--- config.mk ---
export PLATFORM = sky130hd
export DESIGN_NAME = ssif_ctrl
export DESIGN_NICKNAME = d
export VERILOG_FILES = /design/src/hw/rtl/ssif_pkg.sv /design/src/hw/rtl/ssif_ctrl.sv
export SDC_FILE = /design/constraint.sdc
export NUM_CORES = 1
export LEC_CHECK = 0
export CORE_AREA = 2 2 39 41
export CTS_CLUSTER_SIZE = 14
export DETAILED_ROUTE_END_ITERATION = 8
export DIE_AREA = 0 0 41 43
export DONT_BUFFER_PORTS = 1
export PLACE_DENSITY = 0.3
export SYNTH_ARGS = -nofsm -noshare
export SYNTH_HDL_FRONTEND = slang
export SYNTH_SLANG_ARGS = --single-unit
--- constraint.sdc ---
create_clock -name clk -period 1.4 [get_ports clk]
set_input_delay 0.42 -clock clk [delete_from_list [all_inputs] [get_ports clk]]
set_output_delay 0.42 -clock clk [all_outputs]
set_load 0.01 [all_outputs]
--- src/hw/rtl/ssif_pkg.sv ---
// shared constants and control/status types for the sorted set intersection filter
package ssif_pkg;

	localparam int TABLE_DEPTH = 4096;
	localparam int ADDR_W      = (TABLE_DEPTH > 1) ? $clog2(TABLE_DEPTH) : 1;
	localparam int CNT_W       = $clog2(TABLE_DEPTH + 1);
	localparam int HASH_W      = 64;
	localparam int OP_W        = 2;
	localparam int OVF_W       = 32;

	localparam logic [OP_W-1:0] OP_CLEAR = 2'd0;
	localparam logic [OP_W-1:0] OP_LOAD  = 2'd1;
	localparam logic [OP_W-1:0] OP_QUERY = 2'd2;

	typedef struct packed {
		logic clear;
		logic load;
		logic begin_search;
		logic step;
		logic check;
	} ssif_cmd_t;

	typedef struct packed {
		logic cnt_zero;
		logic more;
		logic in_range;
	} ssif_status_t;

endpackage

--- src/hw/rtl/ssif_ctrl.sv ---
// controller: sequences clear, load and the binary search of a query
module ssif_ctrl (
	input  logic                       clk,
	input  logic                       arst_n,
	input  logic                       start,
	input  logic [ssif_pkg::OP_W-1:0]  op,
	input  ssif_pkg::ssif_status_t     status,
	output ssif_pkg::ssif_cmd_t        cmd,
	output logic                       busy
);
	import ssif_pkg::*;

	localparam logic [1:0] ST_IDLE   = 2'd0;
	localparam logic [1:0] ST_SEARCH = 2'd1;
	localparam logic [1:0] ST_CHECK  = 2'd2;

	logic [1:0] state_q;
	logic [1:0] state_n;
	logic       accept;

	assign busy   = (state_q != ST_IDLE);
	assign accept = start && !busy;

	always_comb begin
		state_n = state_q;
		cmd     = '0;
		unique case (state_q)
			ST_IDLE: begin
				if (accept) begin
					priority if (op == OP_CLEAR) begin
						cmd.clear = 1'b1;
					end else if (op == OP_LOAD) begin
						cmd.load = 1'b1;
					end else if (op == OP_QUERY) begin
						// an empty table never matches
						if (!status.cnt_zero) begin
							cmd.begin_search = 1'b1;
							state_n          = ST_SEARCH;
						end
					end
				end
			end
			ST_SEARCH: begin
				cmd.step = 1'b1;
				if (!status.more) begin
					state_n = status.in_range ? ST_CHECK : ST_IDLE;
				end
			end
			ST_CHECK: begin
				cmd.check = 1'b1;
				state_n   = ST_IDLE;
			end
			default: begin
				state_n = ST_IDLE;
			end
		endcase
	end

	always_ff @(posedge clk or negedge arst_n) begin
		if (!arst_n) begin
			state_q <= ST_IDLE;
		end else begin
			state_q <= state_n;
		end
	end

endmodule

== After elaboration in Yosys (flattened, before gate mapping) ==
Index checks and enable logic that the tools add are counted.

* Eq/ne operators: 10
* Muxes and demuxes: 18
* Reductions and logical operators: 6

{| class="wikitable"
|+ Operators with widths
! operator !! count
|-
| $mux 2 || 8
|-
| $ne 2x2->1 const B || 6
|-
| $mux 1 || 7
|-
| $mux 3 || 2
|-
| $reduce_and 6->1 || 1
|-
| $eq 2x1->1 const B || 2
|-
| $eq 2x2->1 const B || 2
|-
| $logic_not 2->1 || 2
|-
| $pmux 2 s2 || 1
|-
| $reduce_bool 2->1 || 1
|-
| $logic_and 1x1->1 || 1
|-
| $logic_not 1->1 || 1
|}

* Word-level logic and storage cells: 35
* Output and inout bits: 6
* Register bits: 2
* Bits of input ports: 8

== Depth between registers and ports, before layout ==
* Word-level depth: 6
* Depth in mapped cells: 2
* Mapped depth without buffers: 2

== Worst setup path before layout ==
No wires, ideal clock.

* Path kind: input-to-output
* From: in start
* To: out cmd[4] (netlist name)
* Stages: 2
* Path buffers: 0
* Setup slack: -0.092 ns
* Data arrival time: 1.072 ns
* Path through: or3b_4 -> nor3_1

{| class="wikitable"
|+ RTL lines
! what !! line !! source
|-
| start, declared || ssif_ctrl.sv:5 || <nowiki>input logic start,</nowiki>
|-
| end, declared || ssif_ctrl.sv:8 || <nowiki>output ssif_pkg::ssif_cmd_t cmd,</nowiki>
|}

==> metrics <==
result of the run finished, violations left; failing checks setup timing; post-detailed-route via-to-cell ratio 3.51; wire length per cell 10.1 microns; ANT cells 0; Port Buffers 0; minimum setup slack among reg-to-reg paths 0.37 ns; list of cells traversed by the critical path or3b_4 > nor3b_4; clock period minus worst slack 1.67 ns; CTS Buffer Depth 2; global-route wire length before repair 552 microns; Buf+Inv Stages, Crit Path 0; WP depth 2; Placeable Area 1380 sq um; unrepaired setup endpoints after global routing yes; global-route total usage across every layer 6.13%; transition time at the pin with the least slew margin 0.227 ns; summed instance area of the synthesized netlist 129 sq um; vias in the first global route 155; initial drt markers 4; final WL 353 microns; sequential area share after synthesis 38.8%; data arrival time of the critical path 1.25 ns; height of the chip 43 microns; post-CTS clock slew at the launch and capture registers of the worst setup and hold paths 0.03 ns; power density over cell area 1010 nW/um^2; worst setup path category register to output port; cell depth of the worst min-delay path 1; endpoints failing hold 0; launch point of the worst hold path status[1]; Final Max Tran Viols 0; depth of the worst register-to-register path 2; starting density of the core 9.31%; layout cells sized above 1 63.2%; most flop-heavy register state_q; width of the die 41 microns; clk_lat worst skew 0.22 ns; count of fill cells added during filler insertion 154; area added between synthesis and finish 74.8%; leakage 0.101 nW; drt first pass iters 3; Crit Reg-Reg Endpoint state_q[0]; master of the slowest instance on the critical path sky130_fd_sc_hd__or3b_4; clock tree sinks 2; maximum fanout along the worst path 4; detailed placer's ending HPWL 279 microns; overflow left after global routing 0; max-cap viol count 0; worst slack, placed -0.0692 ns; VDD IR max 0.000175 V; CP startpoint kind register; number of distinct standard cells referenced by the synthesized netlist 11; antenna violations before repair 0; number of H-tree branching levels 1; synthesized net count 20; Slew Limit Headroom 84.8%; worst path required time 0.98 ns; number of CTS-inserted buffers 3; placement row count 14; fraction of the cycle the final worst path needs 119%; flip-flop count of the largest register after layout 2; post-route total power 227 uW; Max Clock Freq 600 MHz; accumulated negative setup slack -0.769 ns; startpoint of the lowest-slack register-to-register path state_q[1]; Worst Setup Slack, final -0.267 ns; worst clock skew 0.000328 ns; CTS Root Cell sky130_fd_sc_hd__clkbuf_4; DRC errors left 0; Yosys Warn Count 0; Synth Register Bits 2; CTS tree yes; stage delay of the slowest cell on the critical path 0.43 ns; pin count of the biggest net entering global routing 5; largest registers state_q (2); RePlAce Congestion 0.557; Final Net Count 29; Final Setup Violations 3; routed via count 123; worst min path class primary input to register; number of nets with antenna violations after routing 0; cell family contributing the most delay on the critical path simple AND/OR/NAND/NOR gates; type of destination of the critical path output port; per-instance average area after synthesis 10.7 sq um; hold-critical path endpoint state_q[0]; Total Die Area 1760 sq um; num ports 14; worst hold slack across all endpoints 0.327 ns; synthesized instance count 12
-- what timing repair did --
action / CTS / global route
resized for setup: 3 / 1
hold buffers: 1 / 0
setup buffers: 1 / 0
endpoints found under the hold margin: 2 / 0
pin swaps: 1 / 0
setup endpoints to repair: 5 / 6
-- metrics by stage --
step / std cells / util [%] / instance area (sq um)
finish: 35 / 16.3 / 225
global route: 35 / 16.3 / 225
CTS: 35 / 16.1 / 223
detailed placement: 31 / 13.2 / 183
global placement: 31 / 13.2 / 183
floorplan: 12 / - / 140
-- per-layer routing --
metal	vias up	global-route usage, %	share of wire [%]
met3	2	4.19	20
met1	49	4.19	34
met2	13	6.88	43
li1	59	-	-
met5	-	0	0
met4	0	12.0	3.4
-- report_power, final --
part	leakage (nW)	switching, mW	internal (mW)
sequential	0.0274	0.00133	0.0605
combinational	0.0602	0.0159	0.0206
clock	0.0138	0.0341	0.0947
total	0.101	0.0513	0.176
-- layout by cell type (no fill, tap or decap) --
master / n
sky130_fd_sc_hd__o2bb2ai_1: 1
sky130_fd_sc_hd__buf_4: 2
sky130_fd_sc_hd__and2b_2: 1
sky130_fd_sc_hd__clkbuf_4: 3
sky130_fd_sc_hd__dlygate4sd3_1: 1
sky130_fd_sc_hd__nor3b_4: 1
sky130_fd_sc_hd__buf_6: 1
sky130_fd_sc_hd__nor3_2: 1
sky130_fd_sc_hd__or2_4: 1
sky130_fd_sc_hd__or3b_4: 1
sky130_fd_sc_hd__dfrtp_1: 2
sky130_fd_sc_hd__nor2b_2: 1
sky130_fd_sc_hd__nor2_1: 1
sky130_fd_sc_hd__or3b_1: 1
sky130_fd_sc_hd__and3b_1: 1
-- worst max-delay path by stage --
stage                          start  endpoint  slack, ns
after floorplan                start    cmd[3]      -0.05
after global routing      state_q[1]    cmd[3]      -0.33
after global placement         start    cmd[3]      -0.07
after detailed placement       start    cmd[3]      -0.07
after CTS                 state_q[1]    cmd[3]      -0.29
final                     state_q[1]    cmd[3]      -0.27
-- Yosys cell counts --
cell type / count / area share (%)
sky130_fd_sc_hd__dfrtp_1: 2 / 39
sky130_fd_sc_hd__and2b_1: 1 / 5.8
sky130_fd_sc_hd__and3b_1: 1 / 6.8
sky130_fd_sc_hd__nor2_1: 1 / 2.9
sky130_fd_sc_hd__nor2b_1: 1 / 4.9
sky130_fd_sc_hd__nor3_1: 1 / 3.9
sky130_fd_sc_hd__nor3b_2: 1 / 9.7
sky130_fd_sc_hd__o2bb2ai_1: 1 / 6.8
sky130_fd_sc_hd__or2_2: 1 / 4.9
sky130_fd_sc_hd__or3b_1: 1 / 6.8
sky130_fd_sc_hd__or3b_4: 1 / 8.7
-- cells by family (layout without fill, tap and decap cells) --
logic type	Yosys count	in the layout	share of synthesized area, %
flops	2	2	38.8
buf+inv	0	7	0
simple gates	9	9	54.4
compound gates	1	1	6.80
-- layout make-up --
cell class              instances  area, sq um  share of cell area, %
repair buffers                  4         36.3                   16.1
multi-input cells              10         96.3                   42.8
flip-flops and latches          2         50.0                   22.2
well taps                      16         20.0                   8.89
clock buffers                   3         22.5                   10.0
Note: power is estimated with default switching activity, not from simulation.
